<file path="config.mk">
export PLATFORM = sky130hd
export DESIGN_NAME = roi_image_compare_core
export DESIGN_NICKNAME = d
export VERILOG_FILES = /design/src/ric_pkg.sv /design/src/ric_cfg.sv /design/src/ric_front.sv /design/src/ric_queue.sv /design/src/ric_back.sv /design/src/roi_image_compare_core.sv
export VERILOG_INCLUDE_DIRS = /design/src /design/src/src
export SDC_FILE = /design/constraint.sdc
export NUM_CORES = 2
export LEC_CHECK = 0
export ABC_CLOCK_PERIOD_IN_PS = 12100
export BUFFER_PORTS_ARGS = -buffer_cell sky130_fd_sc_hd__buf_2
export CORE_MARGIN = 2
export CORE_UTILIZATION = 25
export DETAILED_ROUTE_END_ITERATION = 10
export PLACE_DENSITY_LB_ADDON = 0.05
export SETUP_SLACK_MARGIN = 0.3
export SLEW_MARGIN = 15
export SYNTH_ARGS = -nofsm -noshare
export SYNTH_HDL_FRONTEND = slang
export SYNTH_HIERARCHICAL = 1
export SYNTH_SLANG_ARGS = --single-unit
</file>
<file path="constraint.sdc">
create_clock -name clk -period 12.1 [get_ports clk]
set_input_delay 1.21 -clock clk [delete_from_list [all_inputs] [get_ports clk]]
set_output_delay 1.21 -clock clk [all_outputs]
set_load 0.1 [all_outputs]
</file>
<file path="src/roi_image_compare_core_defines.svh">
// Assertion macros shared by the roi_image_compare_core RTL.
// Each macro expects signals named clk and arst_n in the scope where it is used.
`ifndef ROI_IMAGE_COMPARE_CORE_DEFINES_SVH
`define ROI_IMAGE_COMPARE_CORE_DEFINES_SVH

// Same-cycle implication, checked at every rising edge outside reset.
`define RIC_ASSERT_IMP(label, ante, cons, msg) \
	label: assert property (@(posedge clk) disable iff (!arst_n) (ante) |-> (cons)) \
		else $error(msg);

// Next-cycle implication, checked at every rising edge outside reset.
`define RIC_ASSERT_NXT(label, ante, cons, msg) \
	label: assert property (@(posedge clk) disable iff (!arst_n) (ante) |=> (cons)) \
		else $error(msg);

`endif

</file>
<file path="src/ric_pkg.sv">
// Package for roi_image_compare_core: widths, register map, queue entry and config types,
// and the pixel distance function. No dependencies.
package ric_pkg;

	localparam int unsigned PIXEL_LIMIT = 16777216;
	localparam int unsigned CNT_W       = 25;
	localparam int unsigned FIELD_MAX   = (2 ** CNT_W) - 1;
	localparam logic [CNT_W-1:0] COUNT_CAP =
		CNT_W'((PIXEL_LIMIT < FIELD_MAX) ? PIXEL_LIMIT : FIELD_MAX);

	localparam int unsigned FRAC_W = 17;
	localparam logic [FRAC_W-1:0] Q16_ONE = FRAC_W'(65536);
	localparam int unsigned PROD_W = FRAC_W + CNT_W;

	// Register map, word index of each register.
	localparam int unsigned ADDR_W = 5;
	localparam logic [2:0] REG_BACKGROUND = 3'd0;
	localparam logic [2:0] REG_INK_THR    = 3'd1;
	localparam logic [2:0] REG_CHAN_TOL   = 3'd2;
	localparam logic [2:0] REG_MIN_INK    = 3'd3;
	localparam logic [2:0] REG_MAX_FRAC   = 3'd4;
	localparam logic [2:0] REG_MAX_COUNT  = 3'd5;

	localparam int unsigned QDEPTH = 4;
	localparam int unsigned QPTR_W = $clog2(QDEPTH);
	localparam int unsigned QCNT_W = QPTR_W + 1;

	typedef struct packed {
		logic [31:0]       background_color;
		logic [7:0]        ink_threshold;
		logic [7:0]        channel_tolerance;
		logic [CNT_W-1:0]  minimum_ink;
		logic [FRAC_W-1:0] max_changed_fraction;
		logic [CNT_W-1:0]  max_changed_count;
	} cfg_t;

	typedef struct packed {
		logic ink;
		logic changed;
		logic last;
	} entry_t;

	// Largest absolute difference over the four 8-bit channels.
	function automatic logic [7:0] pixel_distance(input logic [31:0] p, input logic [31:0] q);
		logic [7:0] best;
		logic [7:0] u;
		logic [7:0] v;
		logic [7:0] d;
		best = '0;
		for (int ch = 0; ch < 4; ch++) begin
			u = p[8*ch +: 8];
			v = q[8*ch +: 8];
			d = (u > v) ? (u - v) : (v - u);
			if (d > best) begin
				best = d;
			end
		end
		return best;
	endfunction

endpackage

</file>
<file path="src/ric_cfg.sv">
// Configuration register bank of roi_image_compare_core on an APB-style port.
// Depends on ric_pkg.
module ric_cfg
	import ric_pkg::*;
(
	input  logic              clk,
	input  logic              arst_n,
	input  logic              psel,
	input  logic              penable,
	input  logic              pwrite,
	input  logic [ADDR_W-1:0] paddr,
	input  logic [31:0]       pwdata,
	output logic [31:0]       prdata,
	output logic              pready,
	output cfg_t              cfg
);

	cfg_t       cfg_q;
	logic       wr_en;
	logic [2:0] idx;

	assign pready = 1'b1;
	assign wr_en  = psel && penable && pwrite && pready;
	assign idx    = paddr[ADDR_W-1:2];
	assign cfg    = cfg_q;

	always_ff @(posedge clk or negedge arst_n) begin
		if (!arst_n) begin
			cfg_q.background_color     <= '0;
			cfg_q.ink_threshold        <= 8'd32;
			cfg_q.channel_tolerance    <= '0;
			cfg_q.minimum_ink          <= CNT_W'(1);
			cfg_q.max_changed_fraction <= '0;
			cfg_q.max_changed_count    <= '0;
		end else if (wr_en) begin
			case (idx)
				REG_BACKGROUND: cfg_q.background_color     <= pwdata;
				REG_INK_THR:    cfg_q.ink_threshold        <= pwdata[7:0];
				REG_CHAN_TOL:   cfg_q.channel_tolerance    <= pwdata[7:0];
				REG_MIN_INK:    cfg_q.minimum_ink          <= pwdata[CNT_W-1:0];
				REG_MAX_FRAC:   cfg_q.max_changed_fraction <= pwdata[FRAC_W-1:0];
				REG_MAX_COUNT:  cfg_q.max_changed_count    <= pwdata[CNT_W-1:0];
				default: ;
			endcase
		end
	end

	always_comb begin
		case (idx)
			REG_BACKGROUND: prdata = cfg_q.background_color;
			REG_INK_THR:    prdata = 32'(cfg_q.ink_threshold);
			REG_CHAN_TOL:   prdata = 32'(cfg_q.channel_tolerance);
			REG_MIN_INK:    prdata = 32'(cfg_q.minimum_ink);
			REG_MAX_FRAC:   prdata = 32'(cfg_q.max_changed_fraction);
			REG_MAX_COUNT:  prdata = 32'(cfg_q.max_changed_count);
			default:        prdata = '0;
		endcase
	end

endmodule

</file>
<file path="src/ric_front.sv">
// Front end of roi_image_compare_core: classifies each pixel pair as ink and/or changed.
// Depends on ric_pkg.
module ric_front
	import ric_pkg::*;
(
	input  logic [31:0] expected_pixel,
	input  logic [31:0] actual_pixel,
	input  logic        last_pixel,
	input  cfg_t        cfg,
	output entry_t      entry
);

	logic [7:0] exp_bg_dist;
	logic [7:0] act_bg_dist;
	logic [7:0] pair_dist;

	assign exp_bg_dist = pixel_distance(expected_pixel, cfg.background_color);
	assign act_bg_dist = pixel_distance(actual_pixel, cfg.background_color);
	assign pair_dist   = pixel_distance(expected_pixel, actual_pixel);

	assign entry.ink     = (exp_bg_dist > cfg.ink_threshold) ||
	                       (act_bg_dist > cfg.ink_threshold);
	assign entry.changed = pair_dist > cfg.channel_tolerance;
	assign entry.last    = last_pixel;

endmodule

</file>
<file path="src/ric_queue.sv">
// Short queue of classified pixel words between the front and back ends.
// Depends on ric_pkg.
module ric_queue
	import ric_pkg::*;
(
	input  logic   clk,
	input  logic   arst_n,
	input  logic   wr_en,
	input  entry_t wr_entry,
	output logic   full,
	input  logic   rd_en,
	output logic   rd_valid,
	output entry_t rd_entry
);

	entry_t              ent_q [QDEPTH];
	logic [QPTR_W-1:0]   wr_ptr_q;
	logic [QPTR_W-1:0]   rd_ptr_q;
	logic [QCNT_W-1:0]   cnt_q;

	assign full     = cnt_q == QCNT_W'(QDEPTH);
	assign rd_valid = cnt_q != '0;
	assign rd_entry = ent_q[rd_ptr_q];

	always_ff @(posedge clk) begin
		if (wr_en) begin
			ent_q[wr_ptr_q] <= wr_entry;
		end
	end

	always_ff @(posedge clk or negedge arst_n) begin
		if (!arst_n) begin
			wr_ptr_q <= '0;
			rd_ptr_q <= '0;
			cnt_q    <= '0;
		end else begin
			if (wr_en) begin
				wr_ptr_q <= wr_ptr_q + QPTR_W'(1);
			end
			if (rd_en) begin
				rd_ptr_q <= rd_ptr_q + QPTR_W'(1);
			end
			case ({wr_en, rd_en})
				2'b10:   cnt_q <= cnt_q + QCNT_W'(1);
				2'b01:   cnt_q <= cnt_q - QCNT_W'(1);
				default: cnt_q <= cnt_q;
			endcase
		end
	end

endmodule

</file>
<file path="src/ric_back.sv">
// Back end of roi_image_compare_core: saturating counters and the verdict pipeline.
// Depends on ric_pkg and roi_image_compare_core_defines.svh.
`include "roi_image_compare_core_defines.svh"

module ric_back
	import ric_pkg::*;
(
	input  logic             clk,
	input  logic             arst_n,
	input  cfg_t             cfg,
	input  logic             q_valid,
	input  entry_t           q_entry,
	output logic             q_pop,
	output logic             out_valid,
	input  logic             out_stall,
	output logic             compare_valid,
	output logic             images_equal,
	output logic             error_code,
	output logic [CNT_W-1:0] changed_pixels,
	output logic [CNT_W-1:0] ink_pixels
);

	logic [CNT_W-1:0]  ink_q;
	logic [CNT_W-1:0]  chg_q;
	logic [CNT_W-1:0]  ink_n;
	logic [CNT_W-1:0]  chg_n;

	logic              v_s1;
	logic [CNT_W-1:0]  ink_s1;
	logic [CNT_W-1:0]  chg_s1;

	logic              v_s2;
	logic [CNT_W-1:0]  ink_s2;
	logic [CNT_W-1:0]  chg_s2;
	logic              ok_s2;
	logic [PROD_W-1:0] prod_s2;

	logic              out_v_q;
	logic              valid_q;
	logic              equal_q;
	logic [CNT_W-1:0]  ink_out_q;
	logic [CNT_W-1:0]  chg_out_q;

	logic              adv_out;
	logic              adv_s2;
	logic              adv_s1;
	logic              pop_last;
	logic [FRAC_W-1:0] frac_clamped;
	logic [CNT_W-1:0]  denom;
	logic [PROD_W-1:0] scaled_chg;
	logic              equal_d;

	assign adv_out  = !out_v_q || !out_stall;
	assign adv_s2   = !v_s2 || adv_out;
	assign adv_s1   = !v_s1 || adv_s2;
	// A region end only leaves the queue when the verdict path has room for it.
	assign q_pop    = q_valid && (!q_entry.last || adv_s1);
	assign pop_last = q_pop && q_entry.last;

	assign ink_n = (q_entry.ink && (ink_q < COUNT_CAP)) ? ink_q + CNT_W'(1) : ink_q;
	assign chg_n = (q_entry.changed && (chg_q < COUNT_CAP)) ? chg_q + CNT_W'(1) : chg_q;

	assign frac_clamped = (cfg.max_changed_fraction > Q16_ONE) ? Q16_ONE
	                                                             : cfg.max_changed_fraction;
	assign denom        = (ink_s1 == '0) ? CNT_W'(1) : ink_s1;

	assign scaled_chg = PROD_W'({chg_s2, 16'b0});
	assign equal_d    = ok_s2 && (scaled_chg <= prod_s2) &&
	                    (chg_s2 <= cfg.max_changed_count);

	always_ff @(posedge clk or negedge arst_n) begin
		if (!arst_n) begin
			ink_q   <= '0;
			chg_q   <= '0;
			v_s1    <= 1'b0;
			v_s2    <= 1'b0;
			out_v_q <= 1'b0;
		end else begin
			if (pop_last) begin
				ink_q <= '0;
				chg_q <= '0;
			end else if (q_pop) begin
				ink_q <= ink_n;
				chg_q <= chg_n;
			end
			if (adv_s1) begin
				v_s1 <= pop_last;
			end
			if (adv_s2) begin
				v_s2 <= v_s1;
			end
			if (adv_out) begin
				out_v_q <= v_s2;
			end
		end
	end

	always_ff @(posedge clk) begin
		if (adv_s1 && pop_last) begin
			ink_s1 <= ink_n;
			chg_s1 <= chg_n;
		end
		if (adv_s2 && v_s1) begin
			ink_s2  <= ink_s1;
			chg_s2  <= chg_s1;
			ok_s2   <= ink_s1 >= cfg.minimum_ink;
			prod_s2 <= PROD_W'(frac_clamped) * PROD_W'(denom);
		end
		if (adv_out && v_s2) begin
			valid_q   <= ok_s2;
			equal_q   <= equal_d;
			ink_out_q <= ink_s2;
			chg_out_q <= chg_s2;
		end
	end

	assign out_valid      = out_v_q;
	assign compare_valid  = valid_q;
	assign images_equal   = equal_q;
	assign error_code     = !valid_q;
	assign changed_pixels = chg_out_q;
	assign ink_pixels     = ink_out_q;

	`RIC_ASSERT_IMP(a_ink_cap, 1'b1, (ink_q <= COUNT_CAP) && (chg_q <= COUNT_CAP), "counter above cap")
	`RIC_ASSERT_NXT(a_clear_after_last, pop_last, (ink_q == '0) && (chg_q == '0), "counters not cleared")
	`RIC_ASSERT_IMP(a_equal_needs_valid, out_v_q && images_equal, compare_valid, "equal without valid")
	`RIC_ASSERT_NXT(a_out_held, out_v_q && out_stall, out_v_q && $stable(chg_out_q) && $stable(equal_q), "stalled result changed")

endmodule

</file>
<file path="src/roi_image_compare_core.sv">
// Top level of roi_image_compare_core: golden-image pixel comparison over a streamed region.
// Depends on ric_pkg, ric_cfg, ric_front, ric_queue and ric_back.

// The core takes one (expected, actual) pixel pair per clock unless out_stall fills the
// verdict path, and gives one result word per region when the pair marked last_pixel has
// been counted. The front end classifies each pair combinationally and writes it into a
// four-word queue; the back end pops one word per cycle into the saturating ink and changed
// counters, and that counter update loop sets the rate of one pair per clock. A region's
// verdict passes the count snapshot, ratio multiply and final compare registers after its
// last word is popped, and the verdict path runs alongside the counters, so the next region
// streams in meanwhile. in_stall rises only when the queue is full. Registers are written
// over the APB-style port and should be changed only while no region is in flight.
module roi_image_compare_core
	import ric_pkg::*;
(
	input  logic              clk,
	input  logic              arst_n,
	input  logic              psel,
	input  logic              penable,
	input  logic              pwrite,
	input  logic [ADDR_W-1:0] paddr,
	input  logic [31:0]       pwdata,
	output logic [31:0]       prdata,
	output logic              pready,
	input  logic              in_valid,
	output logic              in_stall,
	input  logic [31:0]       expected_pixel,
	input  logic [31:0]       actual_pixel,
	input  logic              last_pixel,
	output logic              out_valid,
	input  logic              out_stall,
	output logic              compare_valid,
	output logic              images_equal,
	output logic              error_code,
	output logic [CNT_W-1:0]  changed_pixels,
	output logic [CNT_W-1:0]  ink_pixels
);

	cfg_t   cfg;
	entry_t front_entry;
	entry_t q_entry;
	logic   q_full;
	logic   q_valid;
	logic   q_pop;
	logic   in_take;

	assign in_stall = q_full;
	assign in_take  = in_valid && !q_full;

	ric_cfg u_cfg (
		.clk     (clk),
		.arst_n  (arst_n),
		.psel    (psel),
		.penable (penable),
		.pwrite  (pwrite),
		.paddr   (paddr),
		.pwdata  (pwdata),
		.prdata  (prdata),
		.pready  (pready),
		.cfg     (cfg)
	);

	ric_front u_front (
		.expected_pixel (expected_pixel),
		.actual_pixel   (actual_pixel),
		.last_pixel     (last_pixel),
		.cfg            (cfg),
		.entry          (front_entry)
	);

	ric_queue u_queue (
		.clk      (clk),
		.arst_n   (arst_n),
		.wr_en    (in_take),
		.wr_entry (front_entry),
		.full     (q_full),
		.rd_en    (q_pop),
		.rd_valid (q_valid),
		.rd_entry (q_entry)
	);

	ric_back u_back (
		.clk            (clk),
		.arst_n         (arst_n),
		.cfg            (cfg),
		.q_valid        (q_valid),
		.q_entry        (q_entry),
		.q_pop          (q_pop),
		.out_valid      (out_valid),
		.out_stall      (out_stall),
		.compare_valid  (compare_valid),
		.images_equal   (images_equal),
		.error_code     (error_code),
		.changed_pixels (changed_pixels),
		.ink_pixels     (ink_pixels)
	);

endmodule

</file>
* Word level (Yosys, flattened, before mapping)
Memory sizes are Yosys's and may differ from the RTL's.
Cells that the tools add are included.
** Storage, ports and cells
- Bits of input ports :: 109
- Memory bits (writable) :: 12
- Output and inout bits :: 88
- Memories :: 1
- Register bits :: 370
** Cells by class
- Multiply operators :: 1
- Add/sub/neg operators :: 30
- Muxes and demuxes :: 36
- Equal/unequal tests :: 8
- Reductions and logical operators :: 35
- Magnitude comparators :: 33
** Memory list
- u_queue.ent_q :: depth 4, bits a word 3, read ports 1, clocked after memory_dff 0, wr ports 1, line ric_queue.sv:16 : entry_t ent_q [QDEPTH];
** Operators with widths (count)
- 8-bit greater-than comparator :: 24
- 8-bit two-way mux :: 24
- 32-bit one-hot mux with 6 select lines :: 1
- 8-bit subtractor :: 24
- 25-bit two-way mux :: 7
- 25-bit by 1-bit adder with 25-bit output (second input constant) :: 2
- 25-bit < comparator (second input constant) :: 2
- 41-bit by 42-bit <= comparator with 1-bit output :: 1
- 17-bit by 25-bit multiplier with 42-bit output :: 1
- 25-bit greater-or-equal comparator :: 1
- 25-bit <= comparator :: 1
- 25-bit zero test :: 1
- 8-bit by 1-bit greater-than comparator with 1-bit output (second input constant) :: 3
- 17-bit greater-than comparator (second input constant) :: 1
- 17-bit two-way mux :: 1
- 1-bit logical AND :: 12
- 2-bit AND reduction :: 6
- 3-bit equality test (second input constant) :: 3
- 1-bit zero test :: 7
- 3-bit by 2-bit equality test with 1-bit output (second input constant) :: 2
- 3-bit one-hot mux with 2 select lines :: 1
- 1-bit logical OR :: 5
- 2-bit by 1-bit adder with 2-bit output (second input constant) :: 2
- 2-bit nonzero test :: 2
- other kinds (8) :: 9

* Longest topological paths before layout
- Depth in word-level cells :: 12
- Mapped depth :: 45

* By module
The synthesis kept the hierarchy.
** By module, submodules not included
- ric_back :: area an instance 24952.7 µm², cells an instance 2491, times used 1
- ric_front :: area an instance 10583.9 µm², cells an instance 1382, times used 1
- ric_cfg :: area an instance 5231.3 µm², cells an instance 368, times used 1
- ric_queue :: area an instance 827.0 µm², cells an instance 49, times used 1
- roi_image_compare_core :: area an instance 13.8 µm², cells an instance 1, times used 1

* Worst setup path before layout
No wires, ideal clock.
- Kind :: input-to-reg
- Start point :: input port expected_pixel[8]
- End point :: memory u_queue/ent_q[0][1] (netlist name), data pin
- Stages :: 42
- Required time :: 11.830 ns
- Path buffers :: 2
- Setup slack :: 3.037 ns
- Library setup time :: 0.270 ns
- Arrival time :: 8.794 ns
- Cells stage by stage :: inv_1 ha_1 inv_1 fa_1 nand3_1 a21boi_0 o21ai_2 mux2_2 a31oi_1 xnor2_1 ha_1 a21oi_1 o21ai_0 mux2i_1 a21o_1 clkbuf_1 mux2_2 ha_1 [6 not listed] o21a_1 ha_1 nor2b_1 o21a_1 o21a_1 o21a_1 o21ai_0 nor2_1 a21oi_1 ha_1 nor2b_1 o21a_1 o21ai_0 nand2b_1 a21oi_1 nor2_1 a211oi_1 a21oi_1
** RTL lines
- start, declared :: line roi_image_compare_core.sv:27 : input logic [31:0] expected_pixel,
- end, declared :: line ric_queue.sv:16

==> impl_metrics.tcl <==
set metrics [dict create \
    first_iter_violations 1706 \
    rsz0062_at_grt "no" \
    clockBufferDepth 3 \
    fmax_mhz 101 \
    r2r_start "u_cfg/cfg[92]$_DFFE_PN0P_" \
    synth_area_um2 41600 \
    multi_input_area_um2 27700 \
    clk_pin_slew_worst_paths_ns 0.06 \
    die_h_um 412 \
    fin_nets 5378 \
    crit_top_cell "o21ai_0" \
    cts.sinks 382 \
    post_cts_buffers 0 \
    synthesis.nets 5243 \
    coreArea_um2 165000 \
    grt_pass1_wl_um 225000 \
    synth_seq_area_share 0.255 \
    synth_top_area_share 0.178 \
    status "complete, no violations" \
    die_area_um2 170000 \
    crit_type "input port to flop" \
    synth_edf_count 207 \
    cts_hold_buffers 0 \
    antenna_found_initial 28 \
    startpoint_type "input port" \
    layout-drive-gt1-share 0.126 \
    cts_buffers 48 \
    port_buffers 193 \
    clock_skew_ns 0.0211 \
    setup_viol 0 \
    num_rows 149 \
    tightest_slew_ns 1.16 \
    arrival_ns 10.16 \
    r2r_slack_ns 2.25 \
    synth_area_per_cell_um2 9.70 \
    wl_per_cell_um 23.1 \
    yosys_warnings 6 \
    worstHoldPathType "flop to flop" \
    die_x_um 412 \
    grt.total_usage 0.181 \
    slowest_delay_ns 0.51 \
    hp-start "u_back/chg_s1[18]$_DFFE_PP_" \
    drtAntennaViolNets 0 \
    grt_overflow 0 \
    grt_pass1_vias 32600 \
    synth-seq-cells 382 \
    h-tree-depth 2 \
    end_kind "flop" \
    cts_root_buf "clkbuf_16" \
    seq_area_um2 10600 \
    yosys-top-cells-area "fa_1, edfxtp_1, ha_1" \
    nFillCells 17700 \
    worstPathRequired_ns 12.33 \
    ioPinCount 197 \
    cts-resized-gates 0 \
    drtPass1Iterations 5 \
    hold_end "u_back/chg_s2[18]$_DFFE_PP_" \
    post_synth_num_cell_types 105 \
    synthCells 4291 \
    setup_tns_ns 0 \
    gp_congestion 0.846 \
    holdPathStages 0 \
    wl_um 154000 \
    crit_fanout 11 \
    async_flop_share 0.458 \
    tritoncts "done" \
    drv_cap 0 \
    finalHoldViolCount 0 \
    dr_total_vias 31200 \
    clkLatencyLatePin_ns 0.63 \
    synth_top_area_cell "fa_1" \
    remaining_drc_errors 0 \
    rr_endpoint "u_queue/ent_q[2][2]$_DFFE_PP_" \
    critPathSlowestCell "a32oi_1" \
    grt_max_degree 62 \
    hpwl_um 119000 \
    syn_to_final_growth_pct 12.2 \
    slew_headroom 0.228 \
    drv_slew 0 \
    initial_core_util 0.252 \
    synth-main-ff-cell "edfxtp_1" \
    via_per_inst 4.68 \
    r2r_cells 37 \
    post-route-period-util 0.820 \
    layout_min_cycle_time_ns 9.92 \
]
==> metal layers <==
metal	vias to the layer above	GRT usage	wire, µm
met5	-	0	59
met2	579	0.294	70600
met4	8	0.0449	3970
met1	15700	0.256	73800
met3	167	0.0177	5360
li1	14700	-	-
==> per-stage QoR <==
stage          worst slack, ns  hold WS (ns)   util  instances  instance area, µm²
2_1_floorplan             3.04         0.400      -       4291               41600
3_3_place_gp              1.58         0.403  0.273       6565               45100
3_5_place_dp              1.61         0.405  0.273       6565               45100
4_1_cts                   2.25         0.418  0.282       6654               46600
5_1_grt                   1.43         0.423  0.282       6657               46700
6_report                  2.18         0.416  0.283       6663               46700
==> worst max path at each step <==
stage                                          to  slack, ns         startpoint
floorplan           u_queue/ent_q[0][1]$_DFFE_PP_       3.04  expected_pixel[8]
global placement    u_queue/ent_q[2][2]$_DFFE_PP_       1.58    actual_pixel[8]
detailed placement  u_queue/ent_q[3][2]$_DFFE_PP_       1.61    actual_pixel[8]
CTS                 u_queue/ent_q[2][2]$_DFFE_PP_       2.25    actual_pixel[8]
global route        u_queue/ent_q[3][2]$_DFFE_PP_       1.43    actual_pixel[8]
finish              u_queue/ent_q[2][2]$_DFFE_PP_       2.18    actual_pixel[8]
==> cell families after synthesis <==
logic type	share of synthesized area
simple gates	0.132
xor+xnor	0.0333
mux	0.0695
buf+inv	0.0816
compound gates	0.108
fa+ha+maj	0.320
other cells	0.0000901
flops	0.255
==> final cells by class <==
type	count	area share
inverter	693	0.0557
tap	2189	0.0587
clock inverter	21	0.00402
clock buffer	68	0.0291
antenna	9	0.000483
timing repair buffer	260	0.0317
sequential	382	0.227
multi-input combinational	3041	0.593
==> critical path, delay by kind of cell <==
| kind | cells | cell delay, ns |
|---|---|---|
| XOR/XNOR | 1 | 0.16 |
| buffers and inverters | 5 | 0.81 |
| AO/OA/AOI/OAI | 20 | 4.59 |
| multiplexers | 1 | 0.42 |
| AND/OR/NAND/NOR | 7 | 1.12 |
| adder cells (fa/ha/maj) | 6 | 1.79 |
==> cells in the mapped netlist (all sizes together) (23+ instances only) <==
| library cell | count |
|---|---|
| xnor2 | 94 |
| o22ai | 23 |
| edfxtp | 207 |
| nand4 | 57 |
| xor2 | 64 |
| nor3 | 36 |
| fa | 369 |
| nor2 | 116 |
| nand2 | 449 |
| a21o | 88 |
| a31oi | 24 |
| and3 | 137 |
| and2 | 85 |
| ha | 474 |
| o21ai | 153 |
| buf | 46 |
| mux2i | 114 |
| nand3 | 62 |
| o21a | 27 |
| mux2 | 148 |
| inv | 692 |
| a21oi | 194 |
| dfrtp | 173 |
| clkbuf | 129 |
| nor2b | 51 |
==> flip-flops by register name, summed over array words and instances, names as in the netlist, 2 cells and up <==
signal                 count
u_back/changed_pixels     25
u_back/chg_q              25
u_back/chg_s1             25
u_back/chg_s2             25
u_back/ink_pixels         25
u_back/ink_q              25
u_back/ink_s1             25
u_back/ink_s2             25
u_back/prod_s2            42
u_cfg/cfg                115
u_queue/cnt_q              3
u_queue/ent_q             12
u_queue/rd_ptr_q           2
u_queue/wr_ptr_q           2
==> layout by cell type, fill, tap and decap left out, types with 13 or more instances in the layout <==
| master | n |
|---|---|
| edfxtp_1 | 207 |
| ha_1 | 474 |
| buf_2 | 192 |
| a31oi_1 | 23 |
| nand3_1 | 62 |
| a211oi_1 | 17 |
| dfrtp_1 | 173 |
| and4_1 | 14 |
| nand2_1 | 448 |
| nor2b_1 | 42 |
| mux2i_1 | 113 |
| o21a_1 | 27 |
| and3_1 | 136 |
| nand3b_1 | 14 |
| a22oi_1 | 21 |
| o21ai_0 | 135 |
| and2_1 | 80 |
| o22ai_1 | 22 |
| a21o_1 | 86 |
| fa_1 | 369 |
| or2_2 | 13 |
| mux2_2 | 144 |
| clkbuf_1 | 14 |
| xnor2_1 | 94 |
| nor4_1 | 15 |
| inv_1 | 691 |
| xor2_1 | 64 |
| clkbuf_16 | 50 |
| nand2b_1 | 17 |
| nand4_1 | 54 |
| nor2_1 | 109 |
| a21oi_1 | 193 |
| nor3_1 | 31 |
| buf_4 | 67 |
Power is left out: the tool's default activity adds up to more than one toggle a clock period on the data nets, which glitch-free logic cannot reach.
